### src/design/sli_pkg.sv
`timescale 1ns / 1ps

package sli_pkg;

    // Operation codes on the input channel
    localparam logic OP_INSERT = 1'b0;
    localparam logic OP_DELETE = 1'b1;

    // Result status codes
    localparam logic [2:0] ST_INSERTED  = 3'd0;
    localparam logic [2:0] ST_FULL      = 3'd1;
    localparam logic [2:0] ST_DELETED   = 3'd2;
    localparam logic [2:0] ST_NOT_FOUND = 3'd3;
    localparam logic [2:0] ST_EMPTY     = 3'd4;

    // Fixed field widths
    localparam int VALUE_W  = 8;
    localparam int STATUS_W = 3;
    localparam int POS_W    = 5;
    localparam int COUNT_W  = 5;

    // Flags from the shared compare unit
    typedef struct packed {
        logic ge;   // stored entry >= probe value (signed)
        logic eq;   // stored entry == probe value
    } cmp_flags_t;

endpackage

### src/design/sli_ram.sv
`timescale 1ns / 1ps

module sli_ram #(
    parameter int DEPTH = 16,
    parameter int WIDTH = 8,
    localparam int AW = (DEPTH > 1) ? $clog2(DEPTH) : 1
) (
    input  logic             aclk,
    input  logic             wr_en,
    input  logic [AW-1:0]    wr_addr,
    input  logic [WIDTH-1:0] wr_data,
    input  logic [AW-1:0]    rd_addr,
    output logic [WIDTH-1:0] rd_data
);

    logic [WIDTH-1:0] mem [DEPTH];
    logic [WIDTH-1:0] rd_data_reg;

    // Write one entry per cycle
    always_ff @(posedge aclk) begin
        if (wr_en) begin
            mem[wr_addr] <= wr_data;
        end
    end

    // Register the read data
    always_ff @(posedge aclk) begin
        rd_data_reg <= mem[rd_addr];
    end

    assign rd_data = rd_data_reg;

endmodule

### src/design/sli_cmp.sv
`timescale 1ns / 1ps

module sli_cmp (
    input  logic signed [sli_pkg::VALUE_W-1:0] entry,
    input  logic signed [sli_pkg::VALUE_W-1:0] probe,
    output sli_pkg::cmp_flags_t                flags
);

    // Compare one stored entry against the probe value as signed bytes
    always_comb begin
        flags.ge = (entry >= probe);
        flags.eq = (entry == probe);
    end

endmodule

### src/design/sorted_list_insert_delete_core.sv
`timescale 1ns / 1ps

// Channel  Direction  Handshake            Payload
// s_       in         s_valid / s_ready    s_op, s_value
// m_       out        m_valid / m_ready    m_status, m_position, m_entry_count,
//                                          m_smallest_value
//
// An insert scans down from the tail until its slot is found, a delete scans
// the whole list up from the head, and a full or empty case goes straight to
// the done state; each result is then loaded into the result register. The list
// lives in a one-write one-read RAM with registered read data, so every entry
// visited passes through a read state and a compare/write state.
// Reset clears the count, the sequencer and the result valid; the RAM holds
// no meaning until written and needs no clearing pass.
// While m_ready is low the result holds; the next transfer is still taken and
// its result waits in the sequencer until the result register frees up.

module sorted_list_insert_delete_core #(
    parameter int CAPACITY = 16
) (
    input  logic                                  aclk,
    input  logic                                  aresetn,
    input  logic                                  s_valid,
    output logic                                  s_ready,
    input  logic                                  s_op,
    input  logic signed [sli_pkg::VALUE_W-1:0]    s_value,
    output logic                                  m_valid,
    input  logic                                  m_ready,
    output logic [sli_pkg::STATUS_W-1:0]          m_status,
    output logic [sli_pkg::POS_W-1:0]             m_position,
    output logic [sli_pkg::COUNT_W-1:0]           m_entry_count,
    output logic signed [sli_pkg::VALUE_W-1:0]    m_smallest_value
);

    localparam int AW = (CAPACITY > 1) ? $clog2(CAPACITY) : 1;
    localparam int CW = $clog2(CAPACITY + 1);
    localparam int VW = sli_pkg::VALUE_W;

    localparam logic [2:0] S_IDLE    = 3'd0;
    localparam logic [2:0] S_INS_RD  = 3'd1;
    localparam logic [2:0] S_INS_CMP = 3'd2;
    localparam logic [2:0] S_DEL_RD  = 3'd3;
    localparam logic [2:0] S_DEL_CMP = 3'd4;
    localparam logic [2:0] S_DONE    = 3'd5;

    logic [2:0]                   state_reg,  state_next;
    logic [CW-1:0]                k_reg,      k_next;
    logic [CW-1:0]                count_reg,  count_next;
    logic                         found_reg,  found_next;
    logic signed [VW-1:0]         value_reg,  value_next;
    logic signed [VW-1:0]         head_reg,   head_next;
    logic [sli_pkg::STATUS_W-1:0] status_reg, status_next;
    logic [AW-1:0]                pos_reg,    pos_next;

    logic                         m_valid_reg,    m_valid_next;
    logic [sli_pkg::STATUS_W-1:0] m_status_reg,   m_status_next;
    logic [sli_pkg::POS_W-1:0]    m_position_reg, m_position_next;
    logic [sli_pkg::COUNT_W-1:0]  m_count_reg,    m_count_next;
    logic signed [VW-1:0]         m_smallest_reg, m_smallest_next;

    logic                         wr_en;
    logic [AW-1:0]                wr_addr;
    logic [VW-1:0]                wr_data;
    logic [AW-1:0]                rd_addr;
    logic [VW-1:0]                rd_data;
    sli_pkg::cmp_flags_t          flags;

    logic [CW-1:0]                k_dec;
    logic [CW-1:0]                k_inc;
    logic                         load_out;

    assign k_dec = k_reg - CW'(1);
    assign k_inc = k_reg + CW'(1);

    // List storage
    sli_ram #(
        .DEPTH (CAPACITY),
        .WIDTH (VW)
    ) u_ram (
        .aclk    (aclk),
        .wr_en   (wr_en),
        .wr_addr (wr_addr),
        .wr_data (wr_data),
        .rd_addr (rd_addr),
        .rd_data (rd_data)
    );

    // Shared compare unit
    sli_cmp u_cmp (
        .entry (rd_data),
        .probe (value_reg),
        .flags (flags)
    );

    // Insert scans down from the top entry, delete scans up from the head
    assign rd_addr = (state_reg == S_INS_RD) ? k_dec[AW-1:0] : k_reg[AW-1:0];

    assign s_ready  = (state_reg == S_IDLE);
    assign load_out = (state_reg == S_DONE) && (!m_valid_reg || m_ready);

    // Sequencer
    always_comb begin
        state_next  = state_reg;
        k_next      = k_reg;
        count_next  = count_reg;
        found_next  = found_reg;
        value_next  = value_reg;
        head_next   = head_reg;
        status_next = status_reg;
        pos_next    = pos_reg;
        wr_en       = 1'b0;
        wr_addr     = k_reg[AW-1:0];
        wr_data     = value_reg;

        unique case (state_reg)
            S_IDLE: begin
                if (s_valid) begin
                    value_next = s_value;
                    found_next = 1'b0;
                    pos_next   = '0;
                    if (s_op == sli_pkg::OP_INSERT) begin
                        if (count_reg >= CW'(CAPACITY)) begin
                            status_next = sli_pkg::ST_FULL;
                            state_next  = S_DONE;
                        end else begin
                            k_next     = count_reg;
                            state_next = S_INS_RD;
                        end
                    end else begin
                        if (count_reg == '0) begin
                            status_next = sli_pkg::ST_EMPTY;
                            state_next  = S_DONE;
                        end else begin
                            k_next     = '0;
                            state_next = S_DEL_RD;
                        end
                    end
                end
            end

            S_INS_RD: begin
                // Reached the head: the new value becomes the smallest
                if (k_reg == '0) begin
                    wr_en       = 1'b1;
                    wr_addr     = '0;
                    wr_data     = value_reg;
                    head_next   = value_reg;
                    pos_next    = '0;
                    count_next  = count_reg + CW'(1);
                    status_next = sli_pkg::ST_INSERTED;
                    state_next  = S_DONE;
                end else begin
                    state_next = S_INS_CMP;
                end
            end

            S_INS_CMP: begin
                wr_en   = 1'b1;
                wr_addr = k_reg[AW-1:0];
                if (flags.ge) begin
                    // Shift the entry up one slot and keep scanning
                    wr_data    = rd_data;
                    k_next     = k_dec;
                    state_next = S_INS_RD;
                end else begin
                    wr_data     = value_reg;
                    pos_next    = k_reg[AW-1:0];
                    count_next  = count_reg + CW'(1);
                    status_next = sli_pkg::ST_INSERTED;
                    state_next  = S_DONE;
                end
            end

            S_DEL_RD: begin
                state_next = S_DEL_CMP;
            end

            S_DEL_CMP: begin
                // Behind the match, pull each entry down one slot
                if (found_reg) begin
                    wr_en   = 1'b1;
                    wr_addr = k_dec[AW-1:0];
                    wr_data = rd_data;
                    if (k_reg == CW'(1)) begin
                        head_next = rd_data;
                    end
                end else if (flags.eq) begin
                    found_next = 1'b1;
                    pos_next   = k_reg[AW-1:0];
                end
                k_next = k_inc;
                if (k_inc == count_reg) begin
                    if (found_reg || flags.eq) begin
                        count_next  = count_reg - CW'(1);
                        status_next = sli_pkg::ST_DELETED;
                    end else begin
                        status_next = sli_pkg::ST_NOT_FOUND;
                    end
                    state_next = S_DONE;
                end else begin
                    state_next = S_DEL_RD;
                end
            end

            S_DONE: begin
                if (load_out) begin
                    state_next = S_IDLE;
                end
            end

            default: begin
                state_next = S_IDLE;
            end
        endcase
    end

    // Result register
    always_comb begin
        m_valid_next    = m_valid_reg;
        m_status_next   = m_status_reg;
        m_position_next = m_position_reg;
        m_count_next    = m_count_reg;
        m_smallest_next = m_smallest_reg;
        if (m_valid_reg && m_ready) begin
            m_valid_next = 1'b0;
        end
        if (load_out) begin
            m_valid_next    = 1'b1;
            m_status_next   = status_reg;
            m_position_next = sli_pkg::POS_W'(pos_reg);
            m_count_next    = sli_pkg::COUNT_W'(count_reg);
            m_smallest_next = (count_reg != '0) ? head_reg : '0;
        end
    end

    // Control state
    always_ff @(posedge aclk) begin
        if (!aresetn) begin
            state_reg   <= S_IDLE;
            count_reg   <= '0;
            k_reg       <= '0;
            found_reg   <= 1'b0;
            m_valid_reg <= 1'b0;
        end else begin
            state_reg   <= state_next;
            count_reg   <= count_next;
            k_reg       <= k_next;
            found_reg   <= found_next;
            m_valid_reg <= m_valid_next;
        end
    end

    // Payload registers
    always_ff @(posedge aclk) begin
        value_reg      <= value_next;
        head_reg       <= head_next;
        status_reg     <= status_next;
        pos_reg        <= pos_next;
        m_status_reg   <= m_status_next;
        m_position_reg <= m_position_next;
        m_count_reg    <= m_count_next;
        m_smallest_reg <= m_smallest_next;
    end

    assign m_valid          = m_valid_reg;
    assign m_status         = m_status_reg;
    assign m_position       = m_position_reg;
    assign m_entry_count    = m_count_reg;
    assign m_smallest_value = m_smallest_reg;

    // Checks
    a_count_bound: assert property (@(posedge aclk) disable iff (!aresetn)
        count_reg <= CW'(CAPACITY))
        else $error("entry count above capacity");

    a_ins_index: assert property (@(posedge aclk) disable iff (!aresetn)
        (state_reg == S_INS_CMP) |-> (k_reg != '0) && (k_reg <= count_reg))
        else $error("insert scan index out of range");

    a_del_index: assert property (@(posedge aclk) disable iff (!aresetn)
        (state_reg == S_DEL_CMP) |-> (k_reg < count_reg))
        else $error("delete scan index out of range");

    a_full_status: assert property (@(posedge aclk) disable iff (!aresetn)
        (state_reg == S_DONE && status_reg == sli_pkg::ST_FULL)
            |-> (count_reg == CW'(CAPACITY)))
        else $error("full reported below capacity");

    a_no_idle_write: assert property (@(posedge aclk) disable iff (!aresetn)
        (state_reg == S_IDLE || state_reg == S_DONE) |-> !wr_en)
        else $error("list write outside a scan");

endmodule

### config.mk
export PLATFORM = sky130hd
export DESIGN_NAME = sorted_list_insert_delete_core
export DESIGN_NICKNAME = d
export VERILOG_FILES = /design/src/design/sli_pkg.sv /design/src/design/sli_ram.sv /design/src/design/sli_cmp.sv /design/src/design/sorted_list_insert_delete_core.sv
export SDC_FILE = /design/constraint.sdc
export NUM_CORES = 1
export LEC_CHECK = 0
export BUFFER_PORTS_ARGS = -buffer_cell sky130_fd_sc_hd__buf_2
export CORE_MARGIN = 2
export CORE_UTILIZATION = 61
export DETAILED_ROUTE_END_ITERATION = 10
export PLACE_DENSITY = 0.79
export SLEW_MARGIN = 10
export SYNTH_ARGS = -nofsm -noshare
export SYNTH_HDL_FRONTEND = slang
export SYNTH_HIERARCHICAL = 1
export SYNTH_SLANG_ARGS = --single-unit
### constraint.sdc
create_clock -name aclk -period 4.26 [get_ports aclk]
set_input_delay 0.639 -clock aclk [delete_from_list [all_inputs] [get_ports aclk]]
set_output_delay 0.639 -clock aclk [all_outputs]
set_load 0.01 [all_outputs]
==> out/metrics.yaml, run 1 <==
clocking:
  hold_buffers: 0
  post-cts-setup-buffers: 0
  cts_sinks: 194
  cts-resized-gates: 0
  cts.clk_slew.worst_paths_ns: 0.07
  cts_buffers: 17
  clock_path_buffers: 2
  cts_htree_levels: 4
  clock_latency_ns: 0.43
  tritoncts: "done"
  clock-root-buffer: "clkbuf_16"
worst_setup_path:
  r2r_end: "u_ram/mem[7][7]"
  startpoint_type: "flop"
  rr_startpoint: "k_reg[0]"
  r2r_slack_ns: 0.80
  crit_start: "k_reg[0]"
  critPathMaxFanout: 16
  arrival_ns: 3.52
  required_ns: 4.32
  end_kind: "flop"
  endpoint: "u_ram/mem[7][7]"
  path_class: "reg2reg"
  rr_worst_depth: 9
timing:
  setup_violations: 0
  timing.fmax_mhz: 289
  finalCritPeriodShare_pct: 81.2
  period_minus_slack_ns: 3.46
  fin_skew_ns: 0.00668
  slew_headroom_pct: 30.8
  maxSlewViolCount: 0
  tns_ns: 0
  rsz0062_at_grt: "false"
  hold_violations: 0
  worst_pin_slew_ns: 1.04
floorplan:
  core_sq_um: 13800
  die_area_sq_um: 15000
  initial_utilization_pct: 62.1
  die_height_microns: 122
  die_w_microns: 122
  row_count: 43
  ios: 36
place:
  place_congestion: 0.891
  place_hpwl_mm: 11.8
  io_buffers: 34
synthesis:
  yosysUniqueCellTypes: 65
  async_flop_share_pct: 0
  synth-edff-count: 171
  avgSynthCellArea_sq_um: 14.5
  synth_warnings: 6
  synth_top_area_share_pct: 60.0
  synth.largest_area_cell: "edfxtp_1"
  synth_ff_type: "edfxtp_1"
  netlist_top_cells_area: "edfxtp_1 (60%), dfxtp_1 (5.4%), mux4_2 (4.7%)"
  syn_nets: 619
  syn-cell-area_sq_um: 8560
  syn_inst: 590
  ys_seq_elements: 194
  ys_seq_area_share_pct: 65.4
flow_run:
  maxCapViolations: 0
drt:
  ant_nets: 0
  drtIter0Drc: 707
  vias_per_cell: 6.28
  vias: 5185
  drcViolationCount: 0
  routed_wl_mm: 17.8
  dr.pass1.iters: 6
  wire_per_inst_microns: 21.6
power:
  leakage_nw: 3.34
  p_total_mw: 7.06
  powerDensity_nw_per_um2: 738
  ir_drop_v: 0.000528
grt:
  overflow: 0
  grt.total_usage_pct: 25.6
  grt_max_degree: 33
  grt_pass1_wl_mm: 27.9
  grt_pass1_vias: 5006
  grt_antenna_before_repair: 0
finish:
  top_register: "u_ram/mem"
  largest_reg_flops: 128
  fillers: 930
  regArea_sq_um: 5600
  final_nets: 661
  syn_to_final_growth_pct: 11.7
  diodes: 0
  drive_gt1_share_pct: 17.5
  multi_input_area_sq_um: 2710
  fin_util_pct: 69.4
worst_hold_path:
  hp-class: "in2reg"
  holdCritStartpoint: "s_value[4]"
  hold_path_depth: 1
run_status:
  status: "completed"
[synth_stat cells (all sizes together) (6+ instances only)]
cell    instances
a211oi          6
a21oi          18
a22oi          21
buf            20
clkbuf          6
dfxtp          23
edfxtp        171
ha             15
inv            24
mux4           32
nand2          64
nand2b         10
nand3          12
nor2           37
nor2b          11
nor3           14
o21ai          26
xnor2          14
[stage by stage]
stage / std cells / hold slack, ns / worst slack [ns] / area (sq um)
final: 825 / 0.381 / 0.799 / 9560
after global routing: 825 / 0.370 / 0.418 / 9560
after CTS: 825 / 0.367 / 0.857 / 9560
after detailed placement: 793 / 0.420 / 0.891 / 8920
after global placement: 793 / 0.403 / 1.03 / 8920
after floorplan: 590 / 0.400 / 1.15 / 8560
[per-layer routing]
| layer | share of wire [%] | track usage, % | up-vias |
|---|---|---|---|
| met2 | 50 | 41.9 | 259 |
| li1 | - | - | 2334 |
| met4 | 2.9 | 10.1 | 0 |
| met1 | 41 | 34.2 | 2549 |
| met3 | 6.7 | 4.79 | 43 |
| met5 | 0 | 0 | - |
[final cells by class]
cell class              instances  share of cell area, %
clock buffers                  18                   4.49
clock inverters                14                   2.17
inverters                      24                  0.942
multi-input cells             343                   28.3
flip-flops and latches        194                   58.5
well taps                     180                   2.36
repair buffers                 52                   3.19
[layout by cell type, fill, tap and decap left out, types with 18 or more instances in the layout]
cell type and count:
nor2_1 36, edfxtp_1 171, o21ai_0 26, inv_1 22, dfxtp_1 23, buf_2 34
mux4_2 18, nand2_1 64, a22oi_1 21, buf_4 18
[worst min path at each step]
stage	to
2_1_floorplan	m_position[0]
3_3_place_gp	m_position[0]
3_5_place_dp	m_position[3]
4_1_cts	value_reg[0]
5_1_grt	value_reg[3]
6_report	value_reg[4]
[logic make-up (layout without fill, tap and decap cells)]
group                    count (synthesis)  count (layout)  share of synthesized area, %
flip-flops                             194             194                          65.4
XOR/XNOR                                17              17                          1.91
adder cells (fa/ha/maj)                 16              16                          2.43
multiplexers                            33              33                          9.15
other                                    1               1                        0.0438
AO/OA/AOI/OAI                           96              96                          7.62
buffers and inverters                   53             108                          3.13
AND/OR/NAND/NOR                        180             180                          10.3
[power by group]
| part | total, mW | leakage (nW) | internal [mW] | switching, mW |
|---|---|---|---|---|
| Combinational | 2.61 | 1.28 | 1.04 | 1.57 |
| Clock | 1.72 | 0.311 | 1.04 | 0.677 |
| Sequential | 2.73 | 1.75 | 2.55 | 0.177 |
| Total | 7.06 | 3.34 | 4.63 | 2.42 |
[worst max-delay path, cell delays in order, from the launching register on]
cell,delay (ns)
dfxtp_1,0.68
inv_1,0.26
ha_1,0.30
nor4b_2,0.19
and2_1,0.19
mux2i_1,0.17
nand2_1,0.07
o21ai_0,0.29
nand2_1,0.26
nor2_1,0.67
(Power assumes the default switching activity.)
==> run 2, diff against run 1 <==
==> constraint.sdc (replaced) <==
create_clock -name aclk -period 3.4 [get_ports aclk]
set_input_delay 0.51 -clock aclk [delete_from_list [all_inputs] [get_ports aclk]]
set_output_delay 0.51 -clock aclk [all_outputs]
set_load 0.01 [all_outputs]
==> run 2 against run 1 <==
Effect of this change: setup slack got worse by 0.44 ns; combinational power grew 28%; wire length is 4.8% lower; register-to-register slack lost 0.44 ns; final area increased by 1.3%; flip-flop and latch count is the same; cell count is 2.5% higher; first-iteration DRC count decreased by 23%; power rose by 24%; die area did not move; count of clock-buffer cells in the layout shrank 1; critical endpoint is now u_ram/mem[15][5]; largest power group unchanged.
==> out/metrics.yaml, run 2 (synthesized netlist as in run 1, its figures left out) <==
timing:
  rsz0062_at_grt: "false"
  period_minus_slack_ns: 3.04  # -0.420 ns
  timing.fmax_mhz: 329  # +14%
  holdWs_ns: 0.260  # -0.121 ns
  fin_skew_ns: 0.00404  # -0.00263 ns
  hold_violations: 0  # unchanged
  finalCritPeriodShare_pct: 89.4  # +8.2 points
  maxSlewViolCount: 0  # unchanged
  slew_headroom_pct: 32.9  # +2.1 points
  tns_ns: 0  # unchanged
  setup_violations: 0  # unchanged
  worst_pin_slew_ns: 0.996  # -0.0424 ns
  setup_slack_ns: 0.359  # -0.440 ns
grt:
  grt_antenna_before_repair: 0  # unchanged
  grt_pass1_vias: 4913  # -1.9%
  grt_pass1_wl_mm: 26.6  # -4.7%
  grt.total_usage_pct: 24.2  # -1.4 points
  overflow: 0  # unchanged
  grt_max_degree: 33  # unchanged
place:
  place_hpwl_mm: 11.5  # -2.4%
  io_buffers: 34  # unchanged
  dp_slack_ns: 0.457  # -0.434 ns
  place_congestion: 0.960  # +7.8%
floorplan:
  row_count: 43  # unchanged
  die_area_sq_um: 15000  # unchanged
  die_w_microns: 122  # unchanged
  ios: 36  # unchanged
  die_height_microns: 122  # unchanged
  core_sq_um: 13800  # unchanged
  initial_utilization_pct: 62.1  # unchanged
drt:
  wire_per_inst_microns: 20.1  # -7.1%
  dr.pass1.iters: 5  # -1
  vias: 5126  # -1.1%
  drtIter0Drc: 541  # -23%
  vias_per_cell: 6.06  # -3.6%
  ant_nets: 0  # unchanged
  drcViolationCount: 0  # unchanged
  routed_wl_mm: 17.0  # -4.8%
clocking:
  clock_latency_ns: 0.42  # about the same
  cts.clk_slew.worst_paths_ns: 0.07  # about the same
  clock_path_buffers: 2  # unchanged
  hold_buffers: 0  # unchanged
  tritoncts: "done"
  cts_buffers: 17  # unchanged
  cts-resized-gates: 0  # unchanged
  cts_sinks: 194  # unchanged
  clock-root-buffer: "clkbuf_16"
  cts_htree_levels: 4  # unchanged
  post-cts-setup-buffers: 0  # unchanged
worst_hold_path:
  min_to: "value_reg[0]"
  hold_path_depth: 1  # unchanged
  holdCritStartpoint: "s_value[0]"
  hp-class: "in2reg"
worst_setup_path:
  rr_worst_depth: 9  # unchanged
  end_kind: "flop"
  critical-path-max-stage-delay_ns: 0.70  # +0.02 ns
  startpoint_type: "flop"
  crit_slowest_cell: "dfxtp_1"
  critPathTopFamily: "simple AND/OR/NAND/NOR gates"
  rr_startpoint: "state_reg[1]"
  required_ns: 3.53  # -0.79 ns
  path_class: "reg2reg"
  r2r_end: "u_ram/mem[15][5]"
  crit_chain: "nor2b_1, nand2b_1, buf_4, mux2i_1, nand2_1, o21ai_0, nand2_1, nor2_1, buf_4"
  r2r_slack_ns: 0.36  # -0.44 ns
  critPathMaxFanout: 18  # +2
  arrival_ns: 3.17  # -0.35 ns
  critPathBufInv: 2  # +1
finish:
  final_cell_mix: "edfxtp_1 (171), nand2_1 (64), buf_4 (39)"
  fillers: 921  # -0.97%
  largest_reg_flops: 128  # unchanged
  diodes: 0  # unchanged
  drive_gt1_share_pct: 20.9  # +3.4 points
  top_register: "u_ram/mem"
  syn_to_final_growth_pct: 13.1
  final_nets: 682  # +3.2%
  layout_commonest_cell: "edfxtp_1"
power:
  powerDensity_nw_per_um2: 900  # +22%
  leakage_nw: 3.42  # +2.4%
  p_total_mw: 8.71  # +24%
  ir_drop_v: 0.000417  # -21%
run_status:
  status: "completed"
flow_run:
  maxCapViolations: 0  # unchanged
==> run 2: changes by cell type in the layout (fill, tap and decap cells not counted) <==
cell	change
clkinvlp_4	+4
bufinv_16	-3
clkbuf_1	-1
clkinv_1	-4
inv_6	+1
clkinv_8	+1
buf_4	+21
clkinv_4	+2
==> run 2: worst max path at each step <==
stage,start,endpoint,cells after the start
finish,state_reg[1],u_ram/mem[15][5],9
global route,value_reg[5],status_reg[2],8
CTS,k_reg[0],u_ram/mem[0][3],8
detailed placement,value_reg[5],status_reg[1],8
global placement,value_reg[5],status_reg[0],8
floorplan,k_reg[0],u_ram/mem[0][0],8
==> run 2: report_power, final <==
| part | internal (mW) | total, mW | switching, mW |
|---|---|---|---|
| logic | 1.37 | 3.34 | 1.97 |
| clock network | 1.10 | 1.98 | 0.873 |
| registers | 3.20 | 3.40 | 0.200 |
==> run 2: stage by stage <==
stage	utilization, %	area [sq um]	std cells
floorplan	-	8560	590
global placement	65.9	9080	814
detailed placement	65.9	9080	814
CTS	70.3	9680	846
global route	70.3	9680	846
finish	70.3	9680	846
==> run 2: layer usage <==
metal / GRT usage (%) / vias up / share of wire (%)
met5: 0 / - / 0
met4: 10.1 / 0 / 2.2
met3: 4.00 / 32 / 6.5
met2: 38.9 / 211 / 50
met1: 33.4 / 2511 / 41
li1: - / 2372 / -
==> run 2: layout make-up <==
cell class / count / area (sq um) / share of cell area (%)
Clock buffer: 17 / 425 / 4.39
Clock inverter: 15 / 175 / 1.81
Inverter: 24 / 90.1 / 0.930
Multi-Input combinational cell: 343 / 2710 / 28.0
Sequential cell: 194 / 5600 / 57.8
Tap cell: 180 / 225 / 2.33
Timing Repair Buffer: 73 / 463 / 4.78
==> run 3, diff against run 2 <==
--- a/config.mk
+++ b/config.mk
@@ -7,9 +7,8 @@
 export LEC_CHECK = 0
 export BUFFER_PORTS_ARGS = -buffer_cell sky130_fd_sc_hd__buf_2
 export CORE_MARGIN = 2
-export CORE_UTILIZATION = 61
+export CORE_UTILIZATION = 35
 export DETAILED_ROUTE_END_ITERATION = 10
-export PLACE_DENSITY = 0.79
 export SLEW_MARGIN = 10
 export SYNTH_ARGS = -nofsm -noshare
 export SYNTH_HDL_FRONTEND = slang
==> run 3 against run 2 <==
Effect of this change: clock skew grew 0.0054 ns; first-iteration DRC count down 37%; critical path depth down 1; fmax grew 0.94%; via count decreased by 1.5%; wire length grew 3.9%; combinational power up 1%; cell count up 17%; power decreased by 1.0%; non-clock buffer count is 3 higher; hold slack worse by 0.0040 ns; flip-flop and latch count unchanged.
==> out/metrics.yaml, run 3 (synthesized netlist as in run 1, its figures left out) <==
place:
  place_hpwl_mm: 12.3  # +7.1%
  placed_cells: 961  # +18%
  io_buffers: 34  # unchanged
  place_congestion: 0.847  # -12%
  dp_slack_ns: 0.461  # +0.00444 ns
  dpl_cell_area_sq_um: 9300  # +2.4%
timing:
  rsz0062_at_grt: "false"
  finalCritPeriodShare_pct: 88.6  # -0.84 points
  hold_violations: 0  # unchanged
  slew_headroom_pct: 27.5  # -5.4 points
  period_minus_slack_ns: 3.01  # -0.0285 ns
  maxSlewViolCount: 0  # unchanged
  worst_pin_slew_ns: 1.08  # +0.0862 ns
  fin_skew_ns: 0.00942  # +0.00538 ns
  tns_ns: 0  # unchanged
  setup_slack_ns: 0.388  # +0.0285 ns
  setup_violations: 0  # unchanged
  timing.fmax_mhz: 332  # +0.94%
flow_run:
  maxCapViolations: 0  # unchanged
clocking:
  clock_latency_ns: 0.43  # about the same
  hold_buffers: 0  # unchanged
  cts_buffers: 17  # unchanged
  cts.clk_slew.worst_paths_ns: 0.07  # about the same
  cts-resized-gates: 0  # unchanged
  clock-root-buffer: "clkbuf_16"
  tritoncts: "done"
  cts_sinks: 194  # unchanged
  cts_htree_levels: 4  # unchanged
  post-cts-setup-buffers: 0  # unchanged
  clock_path_buffers: 2  # unchanged
floorplan:
  die_area_sq_um: 25700  # +72%
  ios: 36  # unchanged
  die_w_microns: 160  # +31%
  row_count: 57  # +33%
  core_sq_um: 24200  # +76%
  initial_utilization_pct: 35.4  # -27 points
  die_height_microns: 160  # +31%
finish:
  layout_commonest_cell: "edfxtp_1"
  largest_reg_flops: 128  # unchanged
  stdcell_count: 993  # +17%
  drive_gt1_share_pct: 20.9  # +0.056 points
  syn_to_final_growth_pct: 15.1
  top_register: "u_ram/mem"
  fillers: 2170  # +140%
  diodes: 0  # unchanged
  fin_area_sq_um: 9850  # +1.7%
  final_nets: 685  # +0.44%
  final_cell_mix: "edfxtp_1 (171), nand2_1 (64), buf_4 (41)"
drt:
  wire_per_inst_microns: 17.8  # -12%
  ant_nets: 0  # unchanged
  vias_per_cell: 5.09  # -16%
  routed_wl_mm: 17.6  # +3.9%
  drcViolationCount: 0  # unchanged
  drtIter0Drc: 340  # -37%
  dr.pass1.iters: 5  # unchanged
  vias: 5050  # -1.5%
worst_setup_path:
  critPathMaxFanout: 8  # -10
  crit_chain: "inv_1, ha_1, nor4b_2, a21oi_1, o21ai_0, or3b_2, nor3_1, buf_4"
  critical-path-max-stage-delay_ns: 0.55  # -0.15 ns
  required_ns: 3.54  # about the same
  arrival_ns: 3.15  # -0.02 ns
  path_class: "reg2reg"
  rr_startpoint: "k_reg[1]"
  end_kind: "flop"
  critPathBufInv: 2  # unchanged
  startpoint_type: "flop"
  rr_worst_depth: 8  # -1
  r2r_end: "u_ram/mem[0][7]"
  critPathTopFamily: "simple AND/OR/NAND/NOR gates"
  r2r_slack_ns: 0.39  # +0.03 ns
  crit_slowest_cell: "or3b_2"
worst_hold_path:
  holdCritStartpoint: "s_value[2]"
  hp-class: "in2reg"
  min_to: "value_reg[2]"
  hold_path_depth: 1  # unchanged
power:
  leakage_nw: 3.42  # +0.20%
  ir_drop_v: 0.000389  # -6.8%
  powerDensity_nw_per_um2: 876  # -2.7%
  p_total_mw: 8.62  # -1.0%
grt:
  grt_antenna_before_repair: 0  # unchanged
  grt.total_usage_pct: 14.2  # -10 points
  grt_pass1_wl_mm: 28.1  # +5.6%
  overflow: 0  # unchanged
  grt_max_degree: 26  # -21%
  grt_pass1_vias: 5102  # +3.8%
run_status:
  status: "completed"
## run 3: cell types whose count changed in the layout (fill, tap and decap cells not counted), moves of 2 or more
cell / before / now
buf_4: 39 / 41
bufinv_16: 2 / 0
clkinv_4: 3 / 1
inv_8: 1 / 3
clkinvlp_4: 4 / 2
## run 3: where the power goes
| group | leakage, nW | switching [mW] | internal [mW] | total [mW] |
|---|---|---|---|---|
| sequential | 1.75 | 0.173 | 3.20 | 3.37 |
| combinational | 1.41 | 1.96 | 1.42 | 3.38 |
| clock | 0.268 | 0.910 | 0.962 | 1.87 |
| total | 3.42 | 3.04 | 5.58 | 8.62 |
## run 3: metrics by stage
stage	utilization, %	hold WS (ns)
after detailed placement	38.5	0.405
final	40.7	0.256
after floorplan	-	0.400
after CTS	40.7	0.240
after global routing	40.7	0.231
after global placement	38.5	0.404
## run 3: cell type report
cell class	instances	area [sq um]	area share, %
Inverter	24	90.1	0.915
Timing Repair Buffer	76	498	5.06
Multi-Input combinational cell	343	2710	27.5
Sequential cell	194	5600	56.8
Tap cell	324	405	4.12
Clock buffer	18	429	4.36
Clock inverter	14	123	1.25
## run 3: layer usage
| metal | GRT usage, % | vias to the layer above | routed length (microns) |
|---|---|---|---|
| met3 | 3.02 | 21 | 938 |
| met4 | 4.79 | 0 | 318 |
| met2 | 23.9 | 169 | 8600 |
| li1 | - | 2385 | - |
| met1 | 18.3 | 2475 | 7770 |
| met5 | 0 | - | 0 |
## run 3: worst max-delay path by stage
stage | startpoint | end | slack, ns | cells past startpoint
final | k_reg[1] | u_ram/mem[0][7] | 0.39 | 8
after global routing | k_reg[1] | u_ram/mem[0][7] | 0.23 | 8
after CTS | k_reg[1] | u_ram/mem[0][7] | 0.44 | 8
after detailed placement | k_reg[1] | u_ram/mem[0][6] | 0.46 | 8
after global placement | value_reg[7] | status_reg[2] | 0.62 | 9
after floorplan | k_reg[0] | u_ram/mem[0][0] | 0.29 | 8
